$ cat src/rtl/core/hfp_pkg.sv
// Shared types, constants and helpers for the HTTP header field parser.
`default_nettype none

package hfp_pkg;

    // Largest number of trailing blanks held back inside a name or a value.
    localparam int HELD_MAX   = 32;
    localparam int HELD_CNT_W = $clog2(HELD_MAX + 1);
    localparam int HELD_IDX_W = (HELD_MAX > 1) ? $clog2(HELD_MAX) : 1;

    // Depth of the command queue between the front and the back.
    localparam int QUEUE_DEPTH = 4;
    localparam int QUEUE_IDX_W = $clog2(QUEUE_DEPTH);
    localparam int QUEUE_CNT_W = QUEUE_IDX_W + 1;

    // Characters of the grammar.
    localparam logic [7:0] CH_CR    = 8'h0D;
    localparam logic [7:0] CH_LF    = 8'h0A;
    localparam logic [7:0] CH_COLON = 8'h3A;
    localparam logic [7:0] CH_SPACE = 8'h20;
    localparam logic [7:0] CH_TAB   = 8'h09;
    localparam logic [7:0] CH_BANG  = 8'h21;
    localparam logic [7:0] CH_TILDE = 8'h7E;
    localparam logic [7:0] CH_PIPE  = 8'h7C;

    typedef enum logic [3:0] {
        PH_NAME_START = 4'd0,
        PH_NAME       = 4'd1,
        PH_LOWS       = 4'd2,
        PH_VALUE      = 4'd3,
        PH_CR         = 4'd4,
        PH_CRLF       = 4'd5,
        PH_CRLFCR     = 4'd6,
        PH_COMPLETE   = 4'd7,
        PH_FAILED     = 4'd8
    } phase_t;

    typedef enum logic [2:0] {
        K_NAME      = 3'd0,
        K_VALUE     = 3'd1,
        K_FIELD_END = 3'd2,
        K_COMPLETE  = 3'd3,
        K_FAIL      = 3'd4
    } kind_t;

    // One command: a run of held blanks, then one or two plain results.
    typedef struct packed {
        logic [HELD_CNT_W-1:0] flush_cnt;
        logic                  flush_val;
        logic [HELD_MAX-1:0]   blanks;
        kind_t                 r0_kind;
        logic [7:0]            r0_data;
        logic                  r1_valid;
        kind_t                 r1_kind;
        logic [7:0]            r1_data;
    } cmd_t;

    // Token characters of a field name.
    function automatic logic is_token(input logic [7:0] c);
        logic ok;
        ok = 1'b0;
        if ((c >= 8'h61 && c <= 8'h7A) || (c >= 8'h41 && c <= 8'h5A) ||
            (c >= 8'h30 && c <= 8'h39))
        begin
            ok = 1'b1;
        end
        else
        begin
            case (c)
                CH_BANG, 8'h23, 8'h24, 8'h25, 8'h26, 8'h27, 8'h60, 8'h2A,
                8'h2B, 8'h2D, 8'h2E, 8'h5E, 8'h5F, CH_PIPE, CH_TILDE:
                    ok = 1'b1;
                default:
                    ok = 1'b0;
            endcase
        end
        return ok;
    endfunction

endpackage

`default_nettype wire

$ cat src/rtl/core/http_header_field_parser.sv
// Top level of the HTTP header field parser: front end, command queue and back end.
// The parser takes one header byte per transaction on the push side and gives tagged
// results on the pop side: name bytes, value bytes, field end, block complete or
// parse failed, with run_last marking the final result of each byte. A byte is
// taken whenever the four-entry command queue has room; the back end gives one result
// per cycle while pop is held, so a byte that causes k results holds the back end until
// all k are popped (up to 33 when 32 held blanks are released with the next byte).
// Bytes that cause no result put nothing in the back end. A byte with block_end set
// ends the block, and the next byte starts a new one.
`default_nettype none

module http_header_field_parser
(
    input  wire logic       clk,
    input  wire logic       rst_n,
    input  wire logic       push,
    output logic            full,
    input  wire logic [7:0] byte_value,
    input  wire logic       block_end,
    output logic            empty,
    input  wire logic       pop,
    output logic [2:0]      kind,
    output logic [7:0]      data_byte,
    output logic            run_last
);
    import hfp_pkg::*;

    cmd_t  front_cmd;
    cmd_t  head_cmd;
    logic  front_enq;
    logic  head_done;
    kind_t out_kind;

    // Front end sees a byte only when the queue can take its command.
    hfp_front u_front
    (
        .clk        (clk),
        .rst_n      (rst_n),
        .in_valid   (push && !full),
        .byte_value (byte_value),
        .block_end  (block_end),
        .cmd        (front_cmd),
        .enq        (front_enq)
    );

    hfp_cmd_queue u_queue
    (
        .clk     (clk),
        .rst_n   (rst_n),
        .wr_en   (front_enq),
        .wr_data (front_cmd),
        .full    (full),
        .rd_en   (head_done),
        .rd_data (head_cmd),
        .empty   (empty)
    );

    hfp_back u_back
    (
        .clk        (clk),
        .rst_n      (rst_n),
        .head       (head_cmd),
        .head_empty (empty),
        .head_done  (head_done),
        .pop        (pop),
        .kind       (out_kind),
        .data_byte  (data_byte),
        .run_last   (run_last)
    );

    assign kind = 3'(out_kind);

endmodule

`default_nettype wire

$ cat src/rtl/core/hfp_front.sv
// Front end: classifies each header byte, tracks parse state and builds commands.
`default_nettype none

module hfp_front
(
    input  wire logic         clk,
    input  wire logic         rst_n,
    input  wire logic         in_valid,
    input  wire logic [7:0]   byte_value,
    input  wire logic         block_end,
    output hfp_pkg::cmd_t     cmd,
    output logic              enq
);
    import hfp_pkg::*;

    phase_t                phase_reg, phase_next;
    logic                  first_reg, first_next;
    logic [HELD_CNT_W-1:0] names_reg, names_next;
    logic [HELD_CNT_W-1:0] vcnt_reg, vcnt_next;
    logic [HELD_MAX-1:0]   blanks_reg, blanks_next;
    logic                  emit0;
    logic                  fail;
    logic                  tok;
    logic                  blank;

    assign tok   = is_token(byte_value);
    assign blank = (byte_value == CH_SPACE) || (byte_value == CH_TAB);

    // Next state and the command caused by the current byte.
    always_comb
    begin
        phase_next  = phase_reg;
        first_next  = first_reg;
        names_next  = names_reg;
        vcnt_next   = vcnt_reg;
        blanks_next = blanks_reg;
        emit0       = 1'b0;
        fail        = 1'b0;
        cmd         = '0;
        cmd.blanks  = blanks_reg;
        if (in_valid)
        begin
            unique case (phase_reg)
                PH_NAME_START:
                begin
                    if (tok)
                    begin
                        emit0       = 1'b1;
                        cmd.r0_kind = K_NAME;
                        cmd.r0_data = byte_value;
                        phase_next  = PH_NAME;
                    end
                    else if (first_reg && byte_value == CH_CR)
                        phase_next = PH_CRLFCR;
                    else
                        fail = 1'b1;
                end
                PH_NAME:
                begin
                    if (tok)
                    begin
                        emit0         = 1'b1;
                        cmd.flush_cnt = names_reg;
                        cmd.flush_val = 1'b0;
                        cmd.r0_kind   = K_NAME;
                        cmd.r0_data   = byte_value;
                        names_next    = '0;
                    end
                    else if (byte_value == CH_SPACE)
                    begin
                        if (names_reg >= HELD_CNT_W'(HELD_MAX))
                            fail = 1'b1;
                        else
                            names_next = names_reg + HELD_CNT_W'(1);
                    end
                    else if (byte_value == CH_COLON)
                    begin
                        names_next = '0;
                        phase_next = PH_LOWS;
                    end
                    else
                        fail = 1'b1;
                end
                PH_LOWS:
                begin
                    if (blank)
                    begin
                        phase_next = PH_LOWS;
                    end
                    else if (byte_value == CH_CR)
                        phase_next = PH_CR;
                    else
                    begin
                        emit0       = 1'b1;
                        cmd.r0_kind = K_VALUE;
                        cmd.r0_data = byte_value;
                        phase_next  = PH_VALUE;
                    end
                end
                PH_VALUE:
                begin
                    if (byte_value == CH_CR)
                        phase_next = PH_CR;
                    else if (blank)
                    begin
                        if (vcnt_reg >= HELD_CNT_W'(HELD_MAX))
                            fail = 1'b1;
                        else
                        begin
                            blanks_next[vcnt_reg[HELD_IDX_W-1:0]] = (byte_value == CH_TAB);
                            vcnt_next = vcnt_reg + HELD_CNT_W'(1);
                        end
                    end
                    else
                    begin
                        emit0         = 1'b1;
                        cmd.flush_cnt = vcnt_reg;
                        cmd.flush_val = 1'b1;
                        cmd.r0_kind   = K_VALUE;
                        cmd.r0_data   = byte_value;
                        vcnt_next     = '0;
                    end
                end
                PH_CR:
                begin
                    if (byte_value == CH_LF)
                        phase_next = PH_CRLF;
                    else
                        fail = 1'b1;
                end
                PH_CRLF:
                begin
                    if (blank)
                    begin
                        // A continuation line: the blank is held like any other.
                        if (vcnt_reg >= HELD_CNT_W'(HELD_MAX))
                            fail = 1'b1;
                        else
                        begin
                            blanks_next[vcnt_reg[HELD_IDX_W-1:0]] = (byte_value == CH_TAB);
                            vcnt_next  = vcnt_reg + HELD_CNT_W'(1);
                            phase_next = PH_VALUE;
                        end
                    end
                    else
                    begin
                        emit0       = 1'b1;
                        cmd.r0_kind = K_FIELD_END;
                        vcnt_next   = '0;
                        names_next  = '0;
                        if (byte_value == CH_CR)
                            phase_next = PH_CRLFCR;
                        else if (tok)
                        begin
                            cmd.r1_valid = 1'b1;
                            cmd.r1_kind  = K_NAME;
                            cmd.r1_data  = byte_value;
                            phase_next   = PH_NAME;
                        end
                        else
                            fail = 1'b1;
                    end
                end
                PH_CRLFCR:
                begin
                    if (byte_value == CH_LF)
                    begin
                        emit0       = 1'b1;
                        cmd.r0_kind = K_COMPLETE;
                        phase_next  = PH_COMPLETE;
                    end
                end
                default:
                begin
                    phase_next = phase_reg;
                end
            endcase

            // A failure follows whatever the byte already produced.
            if (fail)
            begin
                if (emit0)
                begin
                    cmd.r1_valid = 1'b1;
                    cmd.r1_kind  = K_FAIL;
                    cmd.r1_data  = '0;
                end
                else
                begin
                    emit0       = 1'b1;
                    cmd.r0_kind = K_FAIL;
                    cmd.r0_data = '0;
                end
                phase_next = PH_FAILED;
            end
            first_next = 1'b0;

            // The final byte of an unfinished block yields a single failure.
            if (block_end)
            begin
                if (phase_next != PH_COMPLETE && phase_next != PH_FAILED)
                begin
                    emit0         = 1'b1;
                    cmd.flush_cnt = '0;
                    cmd.r0_kind   = K_FAIL;
                    cmd.r0_data   = '0;
                    cmd.r1_valid  = 1'b0;
                end
                phase_next = PH_NAME_START;
                first_next = 1'b1;
                names_next = '0;
                vcnt_next  = '0;
            end
        end
    end

    assign enq = in_valid && emit0;

    // Parse state registers.
    always_ff @(posedge clk or negedge rst_n)
    begin
        if (!rst_n)
        begin
            phase_reg <= PH_NAME_START;
            first_reg <= 1'b1;
            names_reg <= '0;
            vcnt_reg  <= '0;
        end
        else
        begin
            phase_reg <= phase_next;
            first_reg <= first_next;
            names_reg <= names_next;
            vcnt_reg  <= vcnt_next;
        end
    end

    // Held value blanks: only entries below the count are ever read.
    always_ff @(posedge clk)
    begin
        blanks_reg <= blanks_next;
    end

`ifndef SYNTHESIS
    // Held counts never pass the buffer size.
    assert property (@(posedge clk) disable iff (!rst_n)
        (names_reg <= HELD_CNT_W'(HELD_MAX)) && (vcnt_reg <= HELD_CNT_W'(HELD_MAX)))
        else $error("held blank count beyond buffer size");

    // A finished block produces nothing until its final byte.
    assert property (@(posedge clk) disable iff (!rst_n)
        (in_valid && !block_end && (phase_reg == PH_COMPLETE || phase_reg == PH_FAILED))
        |-> !enq)
        else $error("command issued after block finished");
`endif

endmodule

`default_nettype wire

$ cat src/rtl/core/hfp_cmd_queue.sv
// Short command queue that decouples the front end from the result expander.
`default_nettype none

module hfp_cmd_queue
(
    input  wire logic          clk,
    input  wire logic          rst_n,
    input  wire logic          wr_en,
    input  wire hfp_pkg::cmd_t wr_data,
    output logic               full,
    input  wire logic          rd_en,
    output hfp_pkg::cmd_t      rd_data,
    output logic               empty
);
    import hfp_pkg::*;

    cmd_t                   store_reg [QUEUE_DEPTH];
    logic [QUEUE_IDX_W-1:0] wr_ptr_reg, wr_ptr_next;
    logic [QUEUE_IDX_W-1:0] rd_ptr_reg, rd_ptr_next;
    logic [QUEUE_CNT_W-1:0] count_reg, count_next;
    logic                   do_wr;
    logic                   do_rd;

    assign full    = (count_reg == QUEUE_CNT_W'(QUEUE_DEPTH));
    assign empty   = (count_reg == '0);
    assign do_wr   = wr_en && !full;
    assign do_rd   = rd_en && !empty;
    assign rd_data = store_reg[rd_ptr_reg];

    // Pointer and fill count update.
    always_comb
    begin
        wr_ptr_next = wr_ptr_reg;
        rd_ptr_next = rd_ptr_reg;
        count_next  = count_reg;
        if (do_wr)
            wr_ptr_next = (wr_ptr_reg == QUEUE_IDX_W'(QUEUE_DEPTH - 1)) ? '0
                        : wr_ptr_reg + QUEUE_IDX_W'(1);
        if (do_rd)
            rd_ptr_next = (rd_ptr_reg == QUEUE_IDX_W'(QUEUE_DEPTH - 1)) ? '0
                        : rd_ptr_reg + QUEUE_IDX_W'(1);
        if (do_wr && !do_rd)
            count_next = count_reg + QUEUE_CNT_W'(1);
        else if (do_rd && !do_wr)
            count_next = count_reg - QUEUE_CNT_W'(1);
    end

    always_ff @(posedge clk or negedge rst_n)
    begin
        if (!rst_n)
        begin
            wr_ptr_reg <= '0;
            rd_ptr_reg <= '0;
            count_reg  <= '0;
        end
        else
        begin
            wr_ptr_reg <= wr_ptr_next;
            rd_ptr_reg <= rd_ptr_next;
            count_reg  <= count_next;
        end
    end

    // Entry storage.
    always_ff @(posedge clk)
    begin
        if (do_wr)
            store_reg[wr_ptr_reg] <= wr_data;
    end

`ifndef SYNTHESIS
    // The fill count stays within the depth and tracks the pointers.
    assert property (@(posedge clk) disable iff (!rst_n)
        (count_reg <= QUEUE_CNT_W'(QUEUE_DEPTH)) &&
        ((count_reg == '0 || count_reg == QUEUE_CNT_W'(QUEUE_DEPTH)) ==
         (wr_ptr_reg == rd_ptr_reg)))
        else $error("queue count out of step with pointers");
`endif

endmodule

`default_nettype wire

$ cat src/rtl/core/hfp_back.sv
// Back end: expands each command into its results, one per cycle while pop is high.
`default_nettype none

module hfp_back
(
    input  wire logic          clk,
    input  wire logic          rst_n,
    input  wire hfp_pkg::cmd_t head,
    input  wire logic          head_empty,
    output logic               head_done,
    input  wire logic          pop,
    output hfp_pkg::kind_t     kind,
    output logic [7:0]         data_byte,
    output logic               run_last
);
    import hfp_pkg::*;

    logic [HELD_CNT_W-1:0] step_reg, step_next;
    logic                  in_flush;
    logic                  at_r0;
    logic                  take;

    assign in_flush = (step_reg < head.flush_cnt);
    assign at_r0    = (step_reg == head.flush_cnt);
    assign take     = pop && !head_empty;

    // Select the current result of the head command.
    always_comb
    begin
        priority if (in_flush)
        begin
            kind      = head.flush_val ? K_VALUE : K_NAME;
            data_byte = (head.flush_val && head.blanks[step_reg[HELD_IDX_W-1:0]])
                      ? CH_TAB : CH_SPACE;
            run_last  = 1'b0;
        end
        else if (at_r0)
        begin
            kind      = head.r0_kind;
            data_byte = head.r0_data;
            run_last  = !head.r1_valid;
        end
        else
        begin
            kind      = head.r1_kind;
            data_byte = head.r1_data;
            run_last  = 1'b1;
        end
    end

    assign head_done = take && run_last;

    // Step through the command as results are taken.
    always_comb
    begin
        step_next = step_reg;
        if (take)
            step_next = run_last ? '0 : step_reg + HELD_CNT_W'(1);
    end

    always_ff @(posedge clk or negedge rst_n)
    begin
        if (!rst_n)
            step_reg <= '0;
        else
            step_reg <= step_next;
    end

`ifndef SYNTHESIS
    // The step never runs past the second plain result of the head command.
    assert property (@(posedge clk) disable iff (!rst_n)
        !head_empty |-> (step_reg <= head.flush_cnt + HELD_CNT_W'(1)))
        else $error("result step beyond command end");

    // A new command always starts at its first result.
    assert property (@(posedge clk) disable iff (!rst_n)
        head_done |=> (step_reg == '0))
        else $error("step not cleared after command");
`endif

endmodule

`default_nettype wire

$ cat config.mk
export PLATFORM = sky130hd
export DESIGN_NAME = http_header_field_parser
export DESIGN_NICKNAME = d
export VERILOG_FILES = /design/src/rtl/core/hfp_pkg.sv /design/src/rtl/core/http_header_field_parser.sv /design/src/rtl/core/hfp_front.sv /design/src/rtl/core/hfp_cmd_queue.sv /design/src/rtl/core/hfp_back.sv
export SDC_FILE = /design/constraint.sdc
export NUM_CORES = 1
export LEC_CHECK = 0
export BUFFER_PORTS_ARGS = -buffer_cell sky130_fd_sc_hd__buf_4
export CAP_MARGIN = 20
export CORE_UTILIZATION = 50
export CTS_BUF_LIST = sky130_fd_sc_hd__clkbuf_4
export DETAILED_ROUTE_END_ITERATION = 6
export PLACE_DENSITY = 0.75
export SYNTH_ARGS = -nofsm -noshare
export SYNTH_HDL_FRONTEND = slang
export SYNTH_SLANG_ARGS = --single-unit
$ cat constraint.sdc
create_clock -name clk -period 5.7 [get_ports clk]
set_clock_uncertainty 0.1 [all_clocks]
set_input_delay 0.285 -clock clk [delete_from_list [all_inputs] [get_ports clk]]
set_output_delay 0.285 -clock clk [all_outputs]
set_load 0.01 [all_outputs]
; Word-level counts from Yosys, hierarchy flattened
; Memory sizes are Yosys's and may differ from the RTL's.
; Cells that the tools add are included.
[totals]
register_bits = 62
ramBits = 248
output_inout_bits = 14
word_cells = 210
n_memories = 1
[op_classes]
addsub = 7
order_cmp = 12
eq_ne = 37
mux = 110
reduce_logical = 34
[memory_table]
columns = name, words, word_bits, read_ports, rd_clocked_by_memory_dff, wr, line_no
row1 = u_queue.store_reg, 4, 62, 1, 0, 1, hfp_cmd_queue.sv:17  ; cmd_t store_reg [QUEUE_DEPTH];
[ops]
columns = operator, count
row1 = "8-bit by 6-bit == test with 1-bit output, second input constant", 12
row2 = 32-bit 2-to-1 mux, 3
row3 = 12-bit 2-to-1 mux, 7
row4 = 6-bit 2-to-1 mux, 14
row5 = 4-bit 2-to-1 mux, 16
row6 = 32-bit case mux with 2 select lines, 1
row7 = 23-bit 2-to-1 mux, 2
row8 = "8-bit by 7-bit == test with 1-bit output, second input constant", 5
row9 = 1-bit 2-to-1 mux, 35
row10 = 11-bit 2-to-1 mux, 3
row11 = 32-bit bitwise mux, 1
row12 = 7-bit 2-to-1 mux, 4
row13 = 4-bit case mux with 7 select lines, 1
row14 = "8-bit by 4-bit == test with 1-bit output, second input constant", 3
row15 = 8-bit 2-to-1 mux, 3
row16 = 6-bit case mux with 2 select lines, 2
row17 = 8-bit case mux with 3 select lines, 1
row18 = "6-bit by 1-bit adder with 6-bit output, second input constant", 3
row19 = 9-bit 2-to-1 mux, 2
row20 = "8-bit by 7-bit greater-or-equal comparator with 1-bit output, second input constant", 2
row21 = "8-bit by 7-bit <= comparator with 1-bit output, second input constant", 2
row22 = 1-bit logical AND, 15
row23 = 3-bit 2-to-1 mux, 5
row24 = 3-bit case mux with 5 select lines, 1
row25 = 36 further kinds, 57

; Logic depth before layout (Yosys ltp)
[depth]
ltp_word = 23
ltp_mapped = 21
depth_no_buf = 16

; Modules after synthesis
; A second synthesis with hierarchy kept.
[unflattened]
cells_unflattened = 818
hier_area_um2 = 13595.5
[by_module_without_submodules]
columns = module, n_inst, cells_per_inst, area_each_um2, seq_area_each_um2
row1 = hfp_cmd_queue, 1, 361, 9374.0, 7622.3
row2 = hfp_front, 1, 341, 3241.9, 1387.6
row3 = hfp_back, 1, 115, 965.9, 150.1
row4 = http_header_field_parser, 1, 1, 13.8, 0.0

; Worst setup path after synthesis
; OpenSTA, ideal clock, no wires.
[synth_timing]
kind = register to register
start = register u_queue.rd_ptr_reg[0]
end = register u_queue.count_reg[1]
setup_ns = 0.125
t_arrival_ns = 4.866
required_ns = 5.475
slack_ns = 0.610
stages_incl_launch_ff = 20
cell_sequence = dfrtp_1 > clkbuf_1 > buf_2 > buf_2 > buf_1 > mux4_2 > inv_1 > ha_1 > nor2b_1 > o21ai_0 > nand2b_1 > a21oi_1 > o21a_1 > clkbuf_1 > a21oi_1 > nand2_1 > ha_1 > inv_1 > fa_1 > mux2_2
[synth_between]
elab_chain_len = 9
[synth_rtl]
columns = element, line_no
row1 = "start, declared", hfp_cmd_queue.sv:19  ; logic [QUEUE_IDX_W-1:0] rd_ptr_reg, rd_ptr_next;
row2 = "start signal, assigned", hfp_cmd_queue.sv:59  ; rd_ptr_reg <= rd_ptr_next;
row3 = memory 4 x 62 bit *, n/a
row4 = branches (longest 2 deep; another with 6-bit less-than comparator), n/a
row5 = 1-bit 2-to-1 mux *, hfp_back.sv:30  ; priority if (in_flush)
row6 = net run_last, http_header_field_parser.sv:24  ; output logic run_last
row7 = 1-bit logical AND *, hfp_back.sv:51  ; assign head_done = take && run_last;
row8 = 1-bit logical AND *, hfp_cmd_queue.sv:27  ; assign do_rd = rd_en && !empty;
row9 = 1-bit zero test *, hfp_cmd_queue.sv:42  ; if (do_wr && !do_rd)
row10 = 1-bit logical AND *, hfp_cmd_queue.sv:42
row11 = 3-bit 2-to-1 mux *, hfp_cmd_queue.sv:42
row12 = net u_queue.count_next[1], hfp_cmd_queue.sv:20  ; logic [QUEUE_CNT_W-1:0] count_reg, count_next;
row13 = "end signal, assigned", hfp_cmd_queue.sv:60  ; count_reg <= count_next;
row14 = "end, declared", hfp_cmd_queue.sv:20
; Mark *: on every way through the listed nets, which the timed path passes.
; A chain may end at the register's enable or synchronous reset.

; Final worst setup path
[layout_timing]
start = register u_queue.rd_ptr_reg[0]
end = output data_byte[3]
[layout_between]
elab_chain_len = 6
[layout_rtl]
columns = element, line_no
row1 = memory 4 x 62 bit *, n/a
row2 = 1-bit binary-select mux with 5-bit select, hfp_back.sv:33  ; data_byte = (head.flush_val && head.blanks[step_reg[HELD_IDX_W-1:0]])
row3 = 1-bit 2-to-1 mux (implied by the code), hfp_back.sv:33
row4 = 1-bit logical AND, hfp_back.sv:33
row5 = 6-bit 2-to-1 mux, hfp_back.sv:34  ; ? CH_TAB : CH_SPACE;
row6 = 8-bit 2-to-1 mux *, hfp_back.sv:30
row7 = "end, declared", http_header_field_parser.sv:23  ; output logic [7:0] data_byte,
; Every way passes the cells marked *; elsewhere a longest branch is shown, timed or not. The select of a mux whose other input is x is not followed.

==> summary.md <==
| Metric | Value |
|---|---|
| Outcome | `completed` |
| Routed WL | `25180 um` |
| Largest area contributor in the netlist | `edfxtp_1` |
| Register area share after synthesis | `68.64%` |
| H-tree depth | `3` |
| Clock-pin slew on the worst setup and hold paths | `70 ps` |
| Max reg flops | `240` |
| Die height | `163.2 um` |
| Startpoint Class | `flop` |
| Util after Layout | `between 50 and 60%` |
| Crit path top cell by count | `mux4_2` |
| Period Utilization, post-route | `between 80% and 90%` |
| Remaining Overflow, GRT | `0` |
| CTS Sinks | `about 300` |
| Primary FF master, synth | `edfxtp_1` |
| Min-Delay Path Class | `input port to flop` |
| Max FO, Critical Path | `31` |
| Nets | `911` |
| CORE AREA | `0.02533 mm2` |
| Global-route wire length before repair | `39820 um` |
| Commonest cells after routing, fill and taps aside | `edfxtp_1 (272), clkbuf_4 (99), mux4_2 (69)` |
| Post-CTS Hold Fix Bufs | `7` |
| Peak supply drop | `0.3141 mV` |
| Synthesis-to-layout area growth | `11.74%` |
| Total global-route track usage | `about a fifth` |
| Crit-path slowest cell | `dfrtp_4` |
| Crit path kind | `flop to output pin` |
| Layout cell share with drive strength beyond 1 | `26.30%` |
| Synth area leaders | `edfxtp_1 (63%), mux4_2 (12%), dfrtp_1 (5.6%), ha_1 (1.8%), nor2_1 (1.7%)` |
| # fillers | `around 1900` |
| Placed Area | `about 0.014 mm2` |
| Post-CTS setup repair buffer count | `0` |
| Warnings from Yosys | `0` |
| Final setup TNS | `0 ps` |
| Worst Path Required | `5320 ps` |
| Initial Util | `between 50% and 60%` |
| Mapped Avg Cell Area | `~16 um2` |
| Mapped Cells | `795` |
| WP data arrival | `4260 ps` |
| Most common cell after layout, fill and taps aside | `edfxtp_1` |
| Seq cells post-synth | `302` |
| Port Buffers | `26` |
| Final Hold Viols | `0` |
| Worst slew pin tran | `851.1 ps` |
| Final Max Slew Viols | `0` |
| Detailed placer's ending HPWL | `between 15000 and 20000 um` |
| Final setup fails | `0` |
| RSZ-0062 raised after global routing | `false` |
| Max_slew headroom | `between 40% and 50%` |
| Largest stage delay, worst path | `800 ps` |
| Std-Cell Rows | `58` |
| Drt pass-1 iters | `5` |
| Die Footprint | `0.02664 mm2` |
| Clk root buf | `clkbuf_4` |
| Num CTS Buffers | `72` |
| Chip Width | `163.2 um` |
| Final Cell Area | `0.01452 mm2` |
| Yosys cell types | `68` |
| # Max-Cap Violations | `0` |
| Critical Path Sink Type | `output pin` |
| Post-route minimum period | `4648 ps` |
| Largest net degree at the start of global routing | `39` |
| Routed len/inst | `20.07 um` |
| TritonCTS clock tree | `done` |
| Max clock buf depth | `3` |
| RD Place Congestion | `slightly above 0.9` |
| Antenna-violating nets left | `0` |
| Iter 0 DRT Violations | `648` |
| Cells along the critical path | `buf_4 -> mux4_2 -> mux4_2 -> mux2_2 -> mux4_2 -> nand2_1 -> o21ai_0 -> buf_4` |
| Async S/R FF share, synth | `9.934%` |
| Clock Latency Late Sink | `between 600 and 700 ps` |
| Cell Pwr Density | `430.3 mW/mm2` |
| Leakage | `4.514 nW` |
| Vias in the first global route | `7495` |
| Yosys top cell area share | `roughly 63%` |
| Antenna violations before repair | `1` |
| Ports | `27` |
| Vias/cell | `5.874` |
| Vias | `7372` |
| Number of flops mapped to enable cells by yosys | `272` |
| Syn Std Cell Area | `0.01299 mm2` |
| Post-CTS sizing | `0` |
| Remaining routing DRC violations | `0` |
| FMAX | `0.2151 GHz` |
-- power breakdown --
group,switching [mW],leakage [nW],internal [mW]
registers,0.246,2.56,2.71
clock network,0.782,0.495,0.804
logic,0.890,1.45,0.814
-- cell type report --
cell class              count  area, um2  share of cell area [%]
multi-input cells         438       3870                   26.65
inverters                  20      75.07                  0.5170
repair buffers             44      397.9                   2.740
well taps                 330      412.9                   2.844
clock buffers              99      743.2                   5.118
diodes                      1      2.502                 0.01723
flip-flops and latches    302       8925                   61.46
clock inverters            21      93.84                  0.6463
-- synthesized netlist by cell type, types with 4 or more instances --
| library cell | number |
|---|---|
| a21oi_1 | 26 |
| a22oi_1 | 6 |
| a31oi_1 | 4 |
| and2_1 | 26 |
| buf_1 | 4 |
| clkbuf_1 | 31 |
| dfrtp_1 | 29 |
| edfxtp_1 | 272 |
| ha_1 | 19 |
| inv_1 | 19 |
| mux2_2 | 9 |
| mux4_2 | 69 |
| nand2_1 | 51 |
| nand2b_1 | 9 |
| nand3_1 | 13 |
| nand3b_1 | 8 |
| nor2_1 | 60 |
| nor2b_1 | 11 |
| nor3_1 | 14 |
| nor4_1 | 6 |
| o21ai_0 | 26 |
| or3_1 | 6 |
| xnor2_1 | 4 |
-- metal layers --
layer / track usage, % / vias to the layer above / share of wire (%)
met1: 26.88 / 3709 / 43
met4: 7.179 / 0 / 1.9
met2: 31.64 / 282 / 49
met5: 0 / - / 0
li1: - / 3332 / -
met3: 3.733 / 49 / 6.1
-- per-stage QoR --
step / cells / setup slack, ps / total power, mW / hold WS, ps
after CTS: 1254 / 920.6 / 6.326 / 0.1020
after global routing: 1255 / 817.9 / 6.587 / 13.06
after detailed placement: 1127 / 1337 / 4.731 / 147.0
after global placement: 1127 / 1443 / 4.695 / 141.2
after floorplan: 798 / 609.7 / 4.164 / -110.6
final: 1255 / 1052 / 6.248 / 37.52
-- worst max-delay path, delay by kind of cell (launching register included) --
family | cells | cell delay, ps
mux | 4 | 1880
flops | 1 | 800
buf+inv | 2 | 670
simple gates | 1 | 130
compound gates | 1 | 110
-- worst paths after layout --
path | to | slack (ps) | start | depth (start not counted)
max | data_byte[3] | 1050 | u_queue.rd_ptr_reg[0] | 8
min reg2reg | u_queue.store_reg[0][36] | 390 | u_front.blanks_reg[13] | 0
min in group asynchronous | u_back.step_reg[0] | 550 | rst_n | 3
max reg2reg | u_queue.count_reg[2] | 1390 | u_queue.rd_ptr_reg[0] | 16
min | u_queue.store_reg[1][19] | 40 | byte_value[7] | 2
max in group asynchronous | u_back.step_reg[4] | 3990 | rst_n | 4
-- cell families (layout without fill, tap and decap cells) --
family	Yosys count	in the layout	synth area share, %
AOI/OAI and AO/OA	96	96	4.843
other	1	5	0.02886
buffers and inverters	58	184	1.704
DFF	302	302	68.64
muxes	80	80	12.89
and+or+nand+nor	231	231	9.436
xor gates and xnor gates	7	7	0.4718
adders and majority gates	20	20	1.983
Power figures use the tool's default switching activity.
